<file path="config.mk">
export PLATFORM = sky130hd
export DESIGN_NAME = adaptive_traffic_light_controller
export DESIGN_NICKNAME = d
export VERILOG_FILES = /design/src/rtl/core/atlc_pkg.sv /design/src/rtl/core/adaptive_traffic_light_controller.sv /design/src/rtl/core/atlc_cfg.sv /design/src/rtl/core/atlc_step.sv
export SDC_FILE = /design/constraint.sdc
export NUM_CORES = 1
export LEC_CHECK = 0
export ABC_AREA = 1
export BUFFER_PORTS_ARGS = -buffer_cell sky130_fd_sc_hd__buf_2
export CAP_MARGIN = 20
export CORE_AREA = 4 4 145 147
export CTS_BUF_LIST = sky130_fd_sc_hd__clkbuf_16
export CTS_CLUSTER_DIAMETER = 60
export DETAILED_ROUTE_END_ITERATION = 16
export DIE_AREA = 0 0 149 151
export GPL_TIMING_DRIVEN = 1
export MAX_ROUTING_LAYER = met4
export PLACE_DENSITY = 0.93
export SLEW_MARGIN = 0
export SYNTH_ARGS = -nofsm -noshare
export SYNTH_HDL_FRONTEND = slang
export SYNTH_SLANG_ARGS = --single-unit
</file>
<file path="constraint.sdc">
create_clock -name aclk -period 11.8 [get_ports aclk]
set_clock_uncertainty 0.2 [all_clocks]
set_input_delay 2.95 -clock aclk [delete_from_list [all_inputs] [get_ports aclk]]
set_output_delay 2.95 -clock aclk [all_outputs]
set_load 0.05 [all_outputs]
</file>
<file path="src/rtl/core/atlc_pkg.sv">
// atlc_pkg: shared types, codes and constants of the traffic light controller
// no dependencies; imported by every module under rtl/core

package atlc_pkg;

    localparam int TIME_WIDTH = 20;
    localparam int REM_WIDTH  = 20;
    localparam int CFG_INDEX_WIDTH = 4;
    localparam int CFG_DATA_WIDTH  = 16;

    localparam logic [TIME_WIDTH-1:0] TIME_MAX = {TIME_WIDTH{1'b1}};

    localparam logic [15:0] GREEN_TIME_RST      = 16'd8000;
    localparam logic [15:0] YELLOW_TIME_RST     = 16'd5000;
    localparam logic [15:0] RED_TIME_RST        = 16'd7000;
    localparam logic [15:0] CROSSING_TIME_RST   = 16'd8000;
    localparam logic [15:0] EXTENSION_TIME_RST  = 16'd8000;
    localparam logic [3:0]  EXTENSION_LIMIT_RST = 4'd3;
    localparam logic [8:0]  DETECT_DISTANCE_RST = 9'd20;
    localparam logic [7:0]  DEBOUNCE_TIME_RST   = 8'd20;

    typedef enum logic [CFG_INDEX_WIDTH-1:0] {
        REG_GREEN_TIME      = 4'd0,
        REG_YELLOW_TIME     = 4'd1,
        REG_RED_TIME        = 4'd2,
        REG_CROSSING_TIME   = 4'd3,
        REG_EXTENSION_TIME  = 4'd4,
        REG_EXTENSION_LIMIT = 4'd5,
        REG_DETECT_DISTANCE = 4'd6,
        REG_DEBOUNCE_TIME   = 4'd7
    } reg_index_t;

    typedef enum logic [1:0] {
        PH_GREEN  = 2'd0,
        PH_YELLOW = 2'd1,
        PH_RED    = 2'd2
    } phase_t;

    typedef enum logic [2:0] {
        CODE_NORMAL      = 3'd0,
        CODE_PED_REQ     = 3'd1,
        CODE_PED_CROSS   = 3'd2,
        CODE_VEHICLE     = 3'd3,
        CODE_EXTENDED    = 3'd4,
        CODE_CAP_FORCED  = 3'd5,
        CODE_INTERRUPTED = 3'd6
    } status_code_t;

    typedef struct packed {
        logic [15:0] green_time;
        logic [15:0] yellow_time;
        logic [15:0] red_time;
        logic [15:0] crossing_time;
        logic [15:0] extension_time;
        logic [3:0]  extension_limit;
        logic [8:0]  detect_distance;
        logic [7:0]  debounce_time;
    } cfg_t;

    typedef struct packed {
        logic       button_low;
        logic       distance_valid;
        logic [8:0] dist_cm;
    } item_t;

    typedef struct packed {
        phase_t                light;
        status_code_t          status_code;
        logic [REM_WIDTH-1:0]  remaining_ms;
        logic                  beep_pulse;
        logic                  vehicle_near;
    } result_t;

    typedef struct packed {
        phase_t                lamp_phase;
        logic [TIME_WIDTH-1:0] phase_elapsed;
        logic [TIME_WIDTH-1:0] phase_length;
        logic [3:0]            extensions_used;
        logic                  pedestrian_pending;
        logic                  extension_pending;
        status_code_t          status;
        logic                  btn_armed;
        logic [7:0]            debounce_count;
        logic                  extension_given;
        logic                  near_flag;
    } state_t;

endpackage

</file>
<file path="src/rtl/core/adaptive_traffic_light_controller.sv">
// adaptive_traffic_light_controller: top level with input word register,
// controller state, result register and handshakes
// depends on atlc_pkg, atlc_cfg, atlc_step
//
//   channel  | direction | handshake           | payload
//   s_       | in        | s_valid / s_ready   | button_low, distance_valid, dist_cm
//   m_       | out       | m_valid / m_ready   | light, status_code, remaining_ms,
//            |           |                     | beep_pulse, vehicle_near
//   cfg_     | in        | cfg_we (no wait)    | cfg_index, cfg_data
//
// one word per cycle sustained while m_ready is high; a word accepted into the input register moves
// through the tick logic into the result register and from there leaves m_
// a stalled m_ready holds the result register and the input register; s_ready drops
// only when both are full and the result is not taken
// reset (synchronous, aresetn low) loads register defaults and the green phase

module adaptive_traffic_light_controller import atlc_pkg::*; (
    input  logic                       aclk,
    input  logic                       aresetn,

    input  logic                       s_valid,
    output logic                       s_ready,
    input  logic                       s_button_low,
    input  logic                       s_distance_valid,
    input  logic [8:0]                 s_dist_cm,

    output logic                       m_valid,
    input  logic                       m_ready,
    output logic [1:0]                 m_light,
    output logic [2:0]                 m_status_code,
    output logic [REM_WIDTH-1:0]       m_remaining_ms,
    output logic                       m_beep_pulse,
    output logic                       m_vehicle_near,

    input  logic                       cfg_we,
    input  logic [CFG_INDEX_WIDTH-1:0] cfg_index,
    input  logic [CFG_DATA_WIDTH-1:0]  cfg_data
);

    cfg_t    cfg;
    item_t   in_reg;
    logic    in_valid_reg;
    logic    in_valid_next;
    result_t res_reg;
    result_t res_next;
    logic    out_valid_reg;
    logic    out_valid_next;
    state_t  state_reg;
    state_t  state_next;
    logic    advance;
    logic    s_accept;

    atlc_cfg u_cfg (
        .aclk      (aclk),
        .aresetn   (aresetn),
        .cfg_we    (cfg_we),
        .cfg_index (cfg_index),
        .cfg_data  (cfg_data),
        .cfg       (cfg)
    );

    atlc_step u_step (
        .cfg  (cfg),
        .cur  (state_reg),
        .item (in_reg),
        .nxt  (state_next),
        .res  (res_next)
    );

    assign advance  = in_valid_reg && (!out_valid_reg || m_ready);
    assign s_ready  = !in_valid_reg || advance;
    assign s_accept = s_valid && s_ready;

    always_comb begin
        in_valid_next = in_valid_reg;
        if (s_accept) begin
            in_valid_next = 1'b1;
        end else if (advance) begin
            in_valid_next = 1'b0;
        end
        out_valid_next = out_valid_reg;
        if (advance) begin
            out_valid_next = 1'b1;
        end else if (m_ready) begin
            out_valid_next = 1'b0;
        end
    end

    always_ff @(posedge aclk) begin
        if (!aresetn) begin
            in_valid_reg  <= 1'b0;
            out_valid_reg <= 1'b0;
            state_reg.lamp_phase         <= PH_GREEN;
            state_reg.phase_elapsed      <= '0;
            state_reg.phase_length       <= TIME_WIDTH'(GREEN_TIME_RST);
            state_reg.extensions_used    <= '0;
            state_reg.pedestrian_pending <= 1'b0;
            state_reg.extension_pending  <= 1'b0;
            state_reg.status             <= CODE_NORMAL;
            state_reg.btn_armed          <= 1'b1;
            state_reg.debounce_count     <= '0;
            state_reg.extension_given    <= 1'b0;
            state_reg.near_flag          <= 1'b0;
        end else begin
            in_valid_reg  <= in_valid_next;
            out_valid_reg <= out_valid_next;
            if (advance) begin
                state_reg <= state_next;
            end
        end
    end

    always_ff @(posedge aclk) begin
        if (s_accept) begin
            in_reg.button_low     <= s_button_low;
            in_reg.distance_valid <= s_distance_valid;
            in_reg.dist_cm        <= s_dist_cm;
        end
        if (advance) begin
            res_reg <= res_next;
        end
    end

    assign m_valid        = out_valid_reg;
    assign m_light        = res_reg.light;
    assign m_status_code  = res_reg.status_code;
    assign m_remaining_ms = res_reg.remaining_ms;
    assign m_beep_pulse   = res_reg.beep_pulse;
    assign m_vehicle_near = res_reg.vehicle_near;

    // elapsed time stays inside the current phase
    a_elapsed_in_phase: assert property (@(posedge aclk) disable iff (!aresetn)
        state_reg.phase_elapsed == '0 || state_reg.phase_elapsed < state_reg.phase_length)
        else $error("phase_elapsed outside phase length");

    // a lamp change is only reported with zero time left
    a_change_at_zero: assert property (@(posedge aclk) disable iff (!aresetn)
        advance |=> (state_reg.lamp_phase == $past(state_reg.lamp_phase))
                    || (res_reg.remaining_ms == '0))
        else $error("lamp changed with time left");

    // a waiting word is never dropped
    a_word_held: assert property (@(posedge aclk) disable iff (!aresetn)
        in_valid_reg && !advance |=> in_valid_reg)
        else $error("input word lost");

    // state moves only when a word goes through
    a_state_quiet: assert property (@(posedge aclk) disable iff (!aresetn)
        !advance |=> $stable(state_reg))
        else $error("state changed without a word");

endmodule

</file>
<file path="src/rtl/core/atlc_cfg.sv">
// atlc_cfg: timing and threshold register file with reset defaults
// depends on atlc_pkg

module atlc_cfg import atlc_pkg::*; (
    input  logic                       aclk,
    input  logic                       aresetn,
    input  logic                       cfg_we,
    input  logic [CFG_INDEX_WIDTH-1:0] cfg_index,
    input  logic [CFG_DATA_WIDTH-1:0]  cfg_data,
    output cfg_t                       cfg
);

    cfg_t cfg_reg;
    cfg_t cfg_next;

    always_comb begin
        cfg_next = cfg_reg;
        if (cfg_we) begin
            unique case (cfg_index)
                REG_GREEN_TIME:      cfg_next.green_time      = cfg_data;
                REG_YELLOW_TIME:     cfg_next.yellow_time     = cfg_data;
                REG_RED_TIME:        cfg_next.red_time        = cfg_data;
                REG_CROSSING_TIME:   cfg_next.crossing_time   = cfg_data;
                REG_EXTENSION_TIME:  cfg_next.extension_time  = cfg_data;
                REG_EXTENSION_LIMIT: cfg_next.extension_limit = cfg_data[3:0];
                REG_DETECT_DISTANCE: cfg_next.detect_distance = cfg_data[8:0];
                REG_DEBOUNCE_TIME:   cfg_next.debounce_time   = cfg_data[7:0];
                default:             cfg_next = cfg_reg;
            endcase
        end
    end

    always_ff @(posedge aclk) begin
        if (!aresetn) begin
            cfg_reg.green_time      <= GREEN_TIME_RST;
            cfg_reg.yellow_time     <= YELLOW_TIME_RST;
            cfg_reg.red_time        <= RED_TIME_RST;
            cfg_reg.crossing_time   <= CROSSING_TIME_RST;
            cfg_reg.extension_time  <= EXTENSION_TIME_RST;
            cfg_reg.extension_limit <= EXTENSION_LIMIT_RST;
            cfg_reg.detect_distance <= DETECT_DISTANCE_RST;
            cfg_reg.debounce_time   <= DEBOUNCE_TIME_RST;
        end else begin
            cfg_reg <= cfg_next;
        end
    end

    assign cfg = cfg_reg;

endmodule

</file>
<file path="src/rtl/core/atlc_step.sv">
// atlc_step: one millisecond tick of debounce, sensing and lamp sequencing
// depends on atlc_pkg; purely combinational, state held by the top level

module atlc_step import atlc_pkg::*; (
    input  cfg_t    cfg,
    input  state_t  cur,
    input  item_t   item,
    output state_t  nxt,
    output result_t res
);

    logic [TIME_WIDTH:0]   ext_sum;
    logic [TIME_WIDTH-1:0] ext_len;
    logic [TIME_WIDTH:0]   elapsed_sum;
    logic [TIME_WIDTH-1:0] elapsed_inc;
    logic [TIME_WIDTH-1:0] red_cross_len;
    logic [TIME_WIDTH-1:0] rem;
    logic                  beep;
    logic                  end_now;

    // saturating adds on the incoming state
    assign ext_sum     = {1'b0, cur.phase_length} + (TIME_WIDTH + 1)'(cfg.extension_time);
    assign ext_len     = ext_sum[TIME_WIDTH] ? TIME_MAX : ext_sum[TIME_WIDTH-1:0];
    assign elapsed_sum = {1'b0, cur.phase_elapsed} + (TIME_WIDTH + 1)'(1);
    assign elapsed_inc = elapsed_sum[TIME_WIDTH] ? TIME_MAX : elapsed_sum[TIME_WIDTH-1:0];
    assign red_cross_len = TIME_WIDTH'({1'b0, cfg.red_time} + {1'b0, cfg.crossing_time});

    always_comb begin
        nxt     = cur;
        beep    = 1'b0;
        end_now = 1'b0;
        rem     = '0;

        // button debounce
        if (!item.button_low) begin
            nxt.btn_armed      = 1'b1;
            nxt.debounce_count = '0;
        end else if (cur.btn_armed) begin
            if (cur.debounce_count >= cfg.debounce_time) begin
                nxt.btn_armed          = 1'b0;
                nxt.debounce_count     = '0;
                nxt.status             = CODE_PED_REQ;
                nxt.pedestrian_pending = 1'b1;
                beep                   = 1'b1;
            end else begin
                nxt.debounce_count = cur.debounce_count + 8'd1;
            end
        end else begin
            nxt.debounce_count = '0;
        end

        // distance sensing
        if (item.distance_valid) begin
            if (item.dist_cm < cfg.detect_distance) begin
                nxt.near_flag = 1'b1;
                if (cur.lamp_phase == PH_GREEN && !cur.extension_given) begin
                    nxt.extension_given = 1'b1;
                    if (nxt.status == CODE_NORMAL || nxt.status == CODE_VEHICLE) begin
                        nxt.status = CODE_VEHICLE;
                    end
                    nxt.extension_pending = 1'b1;
                end
            end else begin
                nxt.near_flag       = 1'b0;
                nxt.extension_given = 1'b0;
                if (nxt.status == CODE_VEHICLE) begin
                    nxt.status = CODE_NORMAL;
                end
            end
        end

        // green handling of pending requests
        if (cur.lamp_phase == PH_GREEN) begin
            if (nxt.pedestrian_pending) begin
                nxt.pedestrian_pending = 1'b0;
                nxt.status             = CODE_INTERRUPTED;
                end_now                = 1'b1;
            end else if (nxt.extension_pending) begin
                nxt.extension_pending = 1'b0;
                if (cur.extensions_used < cfg.extension_limit) begin
                    nxt.extensions_used = cur.extensions_used + 4'd1;
                    nxt.phase_length    = ext_len;
                    nxt.status          = CODE_EXTENDED;
                end else begin
                    nxt.status = CODE_CAP_FORCED;
                    end_now    = 1'b1;
                end
            end
        end

        // phase timing
        nxt.phase_elapsed = elapsed_inc;
        if (end_now || elapsed_inc >= nxt.phase_length) begin
            nxt.phase_elapsed = '0;
            unique case (cur.lamp_phase)
                PH_GREEN: begin
                    nxt.lamp_phase   = PH_YELLOW;
                    nxt.phase_length = TIME_WIDTH'(cfg.yellow_time);
                end
                PH_YELLOW: begin
                    nxt.lamp_phase = PH_RED;
                    if (nxt.pedestrian_pending) begin
                        nxt.pedestrian_pending = 1'b0;
                        nxt.status             = CODE_PED_CROSS;
                        beep                   = 1'b1;
                        nxt.phase_length       = red_cross_len;
                    end else begin
                        nxt.status       = CODE_NORMAL;
                        nxt.phase_length = TIME_WIDTH'(cfg.red_time);
                    end
                end
                default: begin
                    nxt.pedestrian_pending = 1'b0;
                    nxt.status             = CODE_NORMAL;
                    nxt.extensions_used    = '0;
                    nxt.lamp_phase         = PH_GREEN;
                    nxt.phase_length       = TIME_WIDTH'(cfg.green_time);
                end
            endcase
        end else begin
            rem = nxt.phase_length - elapsed_inc;
        end

        res.light        = cur.lamp_phase;
        res.status_code  = nxt.status;
        res.remaining_ms = REM_WIDTH'(rem);
        res.beep_pulse   = beep;
        res.vehicle_near = nxt.near_flag;
    end

endmodule
</file>
After elaboration in Yosys (flattened, before gate mapping). Cells that the tools add are included.

Word-level logic and storage cells: 126. Latch bits: 0. Memory bits (read-only): 0. Flip-flop bits (word level): 203. Memories: 0. Output and inout bits: 29. Input bits: 36. Memory bits (writable): 0.

Bitwise operators: 0. Multiply operators: 0. Reductions and logical operators: 26. Divide/modulo/power cells: 0. Eq/ne operators: 10. $lt $le $gt $ge: 4. Add/subtract/negate cells: 6. Multiplexer cells: 51. Shifts and indexed selects: 0.

Operators by type and width (count): two-way mux 24 bit (3); two-way mux 20 bit (3); two-way mux 45 bit (1); one-hot mux 20 bit (2 select lines) (1); two-way mux 29 bit (1); two-way mux 1 bit (23); adder 20 x 1 -> 21 bit, second input constant (1); adder 20 x 16 -> 21 bit (1); two-way mux 3 bit (7); >= comparator 20 bit (1); two-way mux 4 bit (5); subtractor 20 bit (1); AND reduction 2 bit (9); adder 16 x 16 -> 17 bit (1); equality test 4 x 3 -> 1 bit, second input constant (4); two-way mux 8 bit (2); < comparator 9 bit (1); two-way mux 9 bit (1); adder 8 x 1 -> 8 bit, second input constant (1); equality test 4 x 2 -> 1 bit, second input constant (2); >= comparator 8 bit (1); one-hot mux 3 bit (2 select lines) (1); adder 4 x 1 -> 4 bit, second input constant (1); equality test 4 x 1 -> 1 bit, second input constant (1); 15 further kinds (24).

Longest topological paths before layout. Gate-level depths: netlist (run 1).

Word-level depth: 16. Mapped depth: 34.

Cells and area by module. From an unflattened synthesis (run 1), not the netlist that was laid out.

Cell total of the unflattened synthesis: 2085. Area, all modules: 13629.3 sq um.

Modules (own cells, without submodules): atlc_step (sequential area each 0.0 sq um, instances 1, cells an instance 1081, area each 5700.5 sq um); adaptive_traffic_light_controller (sequential area each 2422.3 sq um, instances 1, cells an instance 442, area each 3981.3 sq um); atlc_cfg (sequential area each 2021.9 sq um, instances 1, cells an instance 562, area each 3947.5 sq um).

Worst setup path before layout (run 1). No wires, ideal clock.

Kind: input to output. Start point: input port m_ready. End point: output port s_ready. Buffers on the path: 0. Stages on the path: 2. Arrival time: 3.410 ns. Data required time: 8.650 ns. Slack: 5.240 ns. Cell sequence: inv_1 -> nand3_1.

Word-level cells in the longest chain between the ends: 3.

RTL lines: start, declared (RTL line adaptive_traffic_light_controller.sv:28) `input logic m_ready,`; logical OR 1 bit (RTL line adaptive_traffic_light_controller.sv:70) `assign advance = in_valid_reg && (!out_valid_reg || m_ready);`; logical AND 1 bit (RTL line adaptive_traffic_light_controller.sv:70); logical OR 1 bit (RTL line adaptive_traffic_light_controller.sv:71) `assign s_ready = !in_valid_reg || advance;`; end, declared (RTL line adaptive_traffic_light_controller.sv:22) `output logic s_ready,`.

No other way between the ends.

Worst setup path after layout (run 1). Same ends and word-level chain as after synthesis.

==> out/metrics.yaml, run 1 <==
status: "finished, final reports clean"
synth_area_per_cell_um2: 6.958
vdd_ir_drop_max_mv: 0.1145
synth_area_leader_cell: "dfxtp_1"
synth_most_common_cell: "nand2_1"
rows: 52
cp-startpoint: "m_ready"
finalHoldViolations: 0
stdcell_count: 2135
layout.nets: 1961
port_buffers: 64
worstMarginPinSlew_ps: 1067
via_per_inst: 5.744
yosys.cell_types.count: 56
cts_inserted_buffers: 23
dp_cells: 2091
whs_ps: 240.5
worstSetupEndpoint: "s_ready"
powerDensity_nw_per_um2: 156.4
clk_path_buf_depth: 3
multiInputGateArea_um2: 7062
antenna_cells: 0
slew-limit-headroom_pct: 28.60
core_um2: 19910
cts.reportedPaths.clkPinSlew_ps: 60
initial_core_util_pct: 63.19
largest_reg_flops: 101
clk_latency_ps: 520
cts_resized: 0
synth_top_cell_area_share_pct: 26.26
cp_max_fo: 3
synth_seq_cells: 203
postPlaceCellArea_um2: 13010
setup.worst_path.end_class: "output port"
grt_first_pass_wirelength_um: 55010
gp_congestion: 0.9943
min_path_type: "flip-flop to flip-flop"
reg2reg_depth: 21
ant_nets: 0
root_buffer: "clkbuf_16"
die_area_um2: 22500
syn_inst: 1808
finalSetupTns_ps: 0
clkSinkCount: 203
first_global_vias: 11552
dp_hpwl_um: 24240
synth.cell_area_um2: 12580
syn2layout_area_growth_pct: 9.687
cts_tree: "built"
wl_per_cell_um: 15.78
p_leak_nw: 6.507
worstReg2RegStart: "state_reg[61]$_SDFFE_PN0P_"
final_cell_area_um2: 13800
routed_wl_um: 33700
cts.hold.buffers_added: 0
antenna_found_initial: 0
drc: 0
synth.area.top_cells: "dfxtp_1 (26%), nand2_1 (14%), edfxtp_1 (9.1%)"
finalSetupViolCount: 0
drt_iter0_markers: 1244
ys.flop_type: "dfxtp_1"
reg2reg_setup_slack_ps: 6190
post_cts_buffers: 0
seqCellArea_um2: 4444
die_w_um: 149
ys_top_cells_by_count: "nand2_1 (465), nor2_1 (228), inv_1 (196)"
cap_violations: 0
rsz0062_at_grt: "false"
yosysWarnings: 0
die_y_um: 151
syn_nets: 1921
cp.required_ps: 8650
fillerInstances: 1576
grt.total_usage_pct: 30.43
final.min_clock_period_ps: 6578
fmax_ghz: 0.1520
synth-edff-count: 38
path_class: "input pin to output port"
ys_seq_area_share_pct: 35.33
finalCritPeriodShare_pct: 55.75
slew_violations: 0
num_vias: 12264
io_pins: 65
htreeDepth: 1
cp.arrival_ps: 3430
async_flop_share_pct: 0
r2r-end: "state_reg[17]$_SDFFE_PN0P_"
startpoint_type: "input pin"
grt_max_degree: 73
drive_above_1_share_pct: 10.19
grt_remaining_overflow: 0
firstDrtPassIters: 6
[placed cells by master, fill, tap and decap left out, drive strengths merged, types with 9 or more instances in the layout]
cell and instances:
nand4 13, xnor2 21, inv 210, ha 74, nand2 481, edfxtp 38, nand3b 9, nor3 13
clkinv 14, a21oi 140, dfxtp 165, o211ai 12, a22oi 10, or2 19, o21bai 9, nand3 128
nor2 238, xor2 26, o21ai 112, buf 71, clkbuf 24
[stage by stage]
step	util [%]	total power, mW	worst slack (ps)
2_1_floorplan	-	1.286	5240
3_3_place_gp	65.35	1.417	5221
3_5_place_dp	65.35	1.432	5214
4_1_cts	69.14	2.144	5215
5_1_grt	69.31	2.251	5164
6_report	69.31	2.158	5222
[layout make-up]
type                            count  share of cell area [%]
Multi-Input combinational cell   1338                   51.18
Sequential cell                   203                   32.21
Inverter                          210                   5.803
Clock buffer                       23                   4.171
Timing Repair Buffer               72                   2.893
Tap cell                          270                   2.448
Clock inverter                     19                   1.297
[report_power, final]
group / total, mW / internal, mW / switching [mW]
logic: 0.653 / 0.195 / 0.458
registers: 0.788 / 0.765 / 0.0234
clock network: 0.717 / 0.423 / 0.294
total: 2.16 / 1.38 / 0.776
[per-layer routing]
metal | vias to the layer above | global-route usage, % | part of all wire, %
met1 | 5567 | 37.62 | 41
met2 | 592 | 49.74 | 46
li1 | 5966 | - | -
met5 | - | - | 0
met4 | 0 | 14.00 | 4.7
met3 | 139 | 4.309 | 8.3
[critical path: stages]
cell and delay [ps]:
buf_2 80, inv_1 40, nand3_1 90, buf_2 270
[how the worst min path moves through the flow]
stage,start,to,slack [ps],cells past startpoint
after floorplan,state_reg[60]$_SDFFE_PN0P_,m_light[0]$_DFFE_PP_,220,0
after global placement,state_reg[60]$_SDFFE_PN0P_,m_light[0]$_DFFE_PP_,240,0
after detailed placement,state_reg[60]$_SDFFE_PN0P_,m_light[0]$_DFFE_PP_,240,0
after CTS,state_reg[60]$_SDFFE_PN0P_,m_light[0]$_DFFE_PP_,240,0
after global routing,state_reg[60]$_SDFFE_PN0P_,m_light[0]$_DFFE_PP_,250,0
final,state_reg[60]$_SDFFE_PN0P_,m_light[0]$_DFFE_PP_,240,0
[cell families after synthesis]
family,count (synthesis),synth area share (%)
compound gates,305,13.53
xor+xnor,47,3.272
fa+ha+maj,77,7.838
buf+inv,267,8.554
flops,203,35.33
simple gates,909,31.48
(Power assumes the default switching activity.)
==> inputs of run 2 (changes only) <==
- CORE_AREA: 4 4 145 147 -> 4 4 155 157
- DIE_AREA: 0 0 149 151 -> 0 0 159 161
- PLACE_DENSITY: 0.93 -> 0.86
- clock period: 11.8 -> 5.4 ns (I/O delays scaled with it)
==> out/metrics.yaml, run 2 (synthesized netlist as in run 1, its figures left out) <==
fin_total_pwr_mw: 4.785  # +120%
clock_power_share_pct: 33.9  # +0.7 points
dp_hpwl_um: 26240  # +8.3%
die_area_um2: 25600  # +14%
cp_slowest_cell: "nor2_4"
finalSetupViolCount: 0  # unchanged
post_cts_buffers: 0  # unchanged
pwr-share-comb_pct: 29.9  # -0.4 points
crit_top_cell: "nand2_1"
cp_max_fo: 23  # +20
drt_iter0_markers: 1101  # -11%
via_per_inst: 5.524  # -3.8%
initial_core_util_pct: 55.90  # -7.3 points
clk_latency_ps: 520  # about the same
powerDensity_nw_per_um2: 345.0  # +120%
drive_above_1_share_pct: 10.37  # +0.19 points
setup.worst_path.end_class: "flip-flop"
cts.reportedPaths.clkPinSlew_ps: 60  # about the same
status: "finished, final reports clean"
layout.nets: 1966  # +0.25%
postPlaceCellArea_um2: 13080  # +0.55%
crit_family: "simple AND/OR/NAND/NOR gates"
grt_max_degree: 51  # -30%
clk_path_buf_depth: 3  # unchanged
rsz0062_at_grt: "false"
die_y_um: 161  # +6.6%
syn2layout_area_growth_pct: 10.23
path_class: "flip-flop to flip-flop"
antenna_found_initial: 1  # +1
gp_congestion: 0.9705  # -2.4%
vdd_ir_drop_max_mv: 0.2361  # +110%
p_seq_share_pct: 36.2  # -0.3 points
min_path_type: "flip-flop to flip-flop"
cp-startpoint: "u_cfg.cfg[5]$_SDFFE_PN0P_"
cts_tree: "built"
cts_resized: 0  # unchanged
p_sw_mw: 1.693  # +120%
worst_path_largest_cell_delay_ps: 420  # +150 ps
power.internal_mw: 3.091  # +120%
hp-start: "u_cfg.cfg[97]$_SDFFE_PN1P_"
firstDrtPassIters: 5  # -1
io_pins: 65  # unchanged
cp.required_ps: 5600  # -3050 ps
worstMarginPinSlew_ps: 962.1  # -104.9 ps
first_global_vias: 11168  # -3.3%
p_sw_share_pct: 35.39  # -0.56 points
cap_violations: 0  # unchanged
fin_util_pct: 61.62  # -7.7 points
layout_commonest_cell: "nand2_1"
finalCritPeriodShare_pct: 89.62
routed_wl_um: 35030  # +3.9%
die_w_um: 159  # +6.7%
p_leak_nw: 6.558  # +0.78%
root_buffer: "clkbuf_16"
port_buffers: 64  # unchanged
htreeDepth: 1  # unchanged
cts_inserted_buffers: 23  # unchanged
fillerInstances: 2056  # +30%
fmax_ghz: 0.2066
core_um2: 22500  # +13%
grt_first_pass_wirelength_um: 57010  # +3.6%
clkSinkCount: 203  # unchanged
worstReg2RegStart: "u_cfg.cfg[5]$_SDFFE_PN0P_"
grt.total_usage_pct: 27.35  # -3.1 points
path_buf_inv: 3  # unchanged
largest_reg_flops: 101  # unchanged
slew-limit-headroom_pct: 35.62  # +7.0 points
final_cell_area_um2: 13870  # +0.50%
final.min_clock_period_ps: 4839
slew_violations: 0  # unchanged
cp.arrival_ps: 5030  # +1600 ps
wl_per_cell_um: 16.25  # +2.9%
finalHoldViolations: 0  # unchanged
drc: 0  # unchanged
cts.hold.buffers_added: 0  # unchanged
ant_nets: 0  # unchanged
rows: 55  # +5.8%
finalSetupTns_ps: 0  # unchanged
layout_common_cells: "nand2_1 (464), nor2_1 (228), inv_1 (201)"
num_vias: 11909  # -2.9%
startpoint_type: "flip-flop"
grt_remaining_overflow: 0  # unchanged
run 2: changes by cell type in the layout (fill, tap and decap cells not counted), moves of 2 or more:
cell        change
inv_1           +3
clkinv_1        -2
buf_4           +7
clkinvlp_4      -2
run 2: worst reg2reg max path, cell delays in order (launching register included):
cell      delay (ps)
dfxtp_1          320
inv_1             60
ha_1             300
a21oi_1          150
nor2_1            50
nor2_1           120
nand3_2          150
nand2_2          230
nand3_2          190
nor2_4           430
nand2_1          200
inv_2            170
a21oi_2           90
ha_1             400
nand2_1          110
nand2_1          100
a21oi_2          230
nand2_1           80
nand2_1           70
nand3_2           90
nand2_4           90
clkinv_4          70
nand2_2          360
nand2_1          130
o21ai_1          250
nor3_1            80
run 2: per-layer routing:
| metal | up-vias | part of all wire, % | GRT usage (%) |
|---|---|---|---|
| met2 | 469 | 44 | 42.93 |
| met4 | 0 | 3.4 | 8.166 |
| li1 | 5960 | - | - |
| met1 | 5401 | 44 | 37.11 |
| met5 | - | 0 | - |
| met3 | 79 | 8.0 | 3.853 |
run 2: stage by stage:
stage          hold slack (ps)  worst slack (ps)  std cells
2_1_floorplan            224.9              1689       1808
3_3_place_gp             238.8             844.3       2113
3_5_place_dp             242.0             599.4       2113
4_1_cts                  256.9             630.1       2155
5_1_grt                  283.2             92.04       2156
6_report                 260.2             560.6       2156
run 2: worst paths after layout:
path / to / cells after the start / slack, ps
worst max register to register: state_reg[17]$_SDFFE_PN0P_ / 25 / 560
worst max-delay path: state_reg[17]$_SDFFE_PN0P_ / 25 / 560
worst min-delay path: u_cfg.cfg[97]$_SDFFE_PN1P_ / 2 / 260
worst min register to register: u_cfg.cfg[97]$_SDFFE_PN1P_ / 2 / 260
run 2: power groups by stage:
stage | clock network, mW | logic [mW] | registers, mW
CTS | 1.64 | 1.42 | 1.73
finish | 1.62 | 1.43 | 1.73
global route | 1.69 | 1.57 | 1.74
detailed placement | 0 | 1.41 | 1.76
global placement | 0 | 1.40 | 1.76
floorplan | 0 | 0.934 | 1.88
run 2: area by class of cell:
type	instances	area (um2)	share of cell area, %
Timing Repair Buffer	77	417.9	3.014
Multi-Input combinational cell	1338	7062	50.93
Clock inverter	18	182.7	1.317
Sequential cell	203	4444	32.05
Antenna cell	1	2.502	0.01805
Tap cell	285	356.6	2.572
Clock buffer	24	600.6	4.331
Inverter	210	800.8	5.775
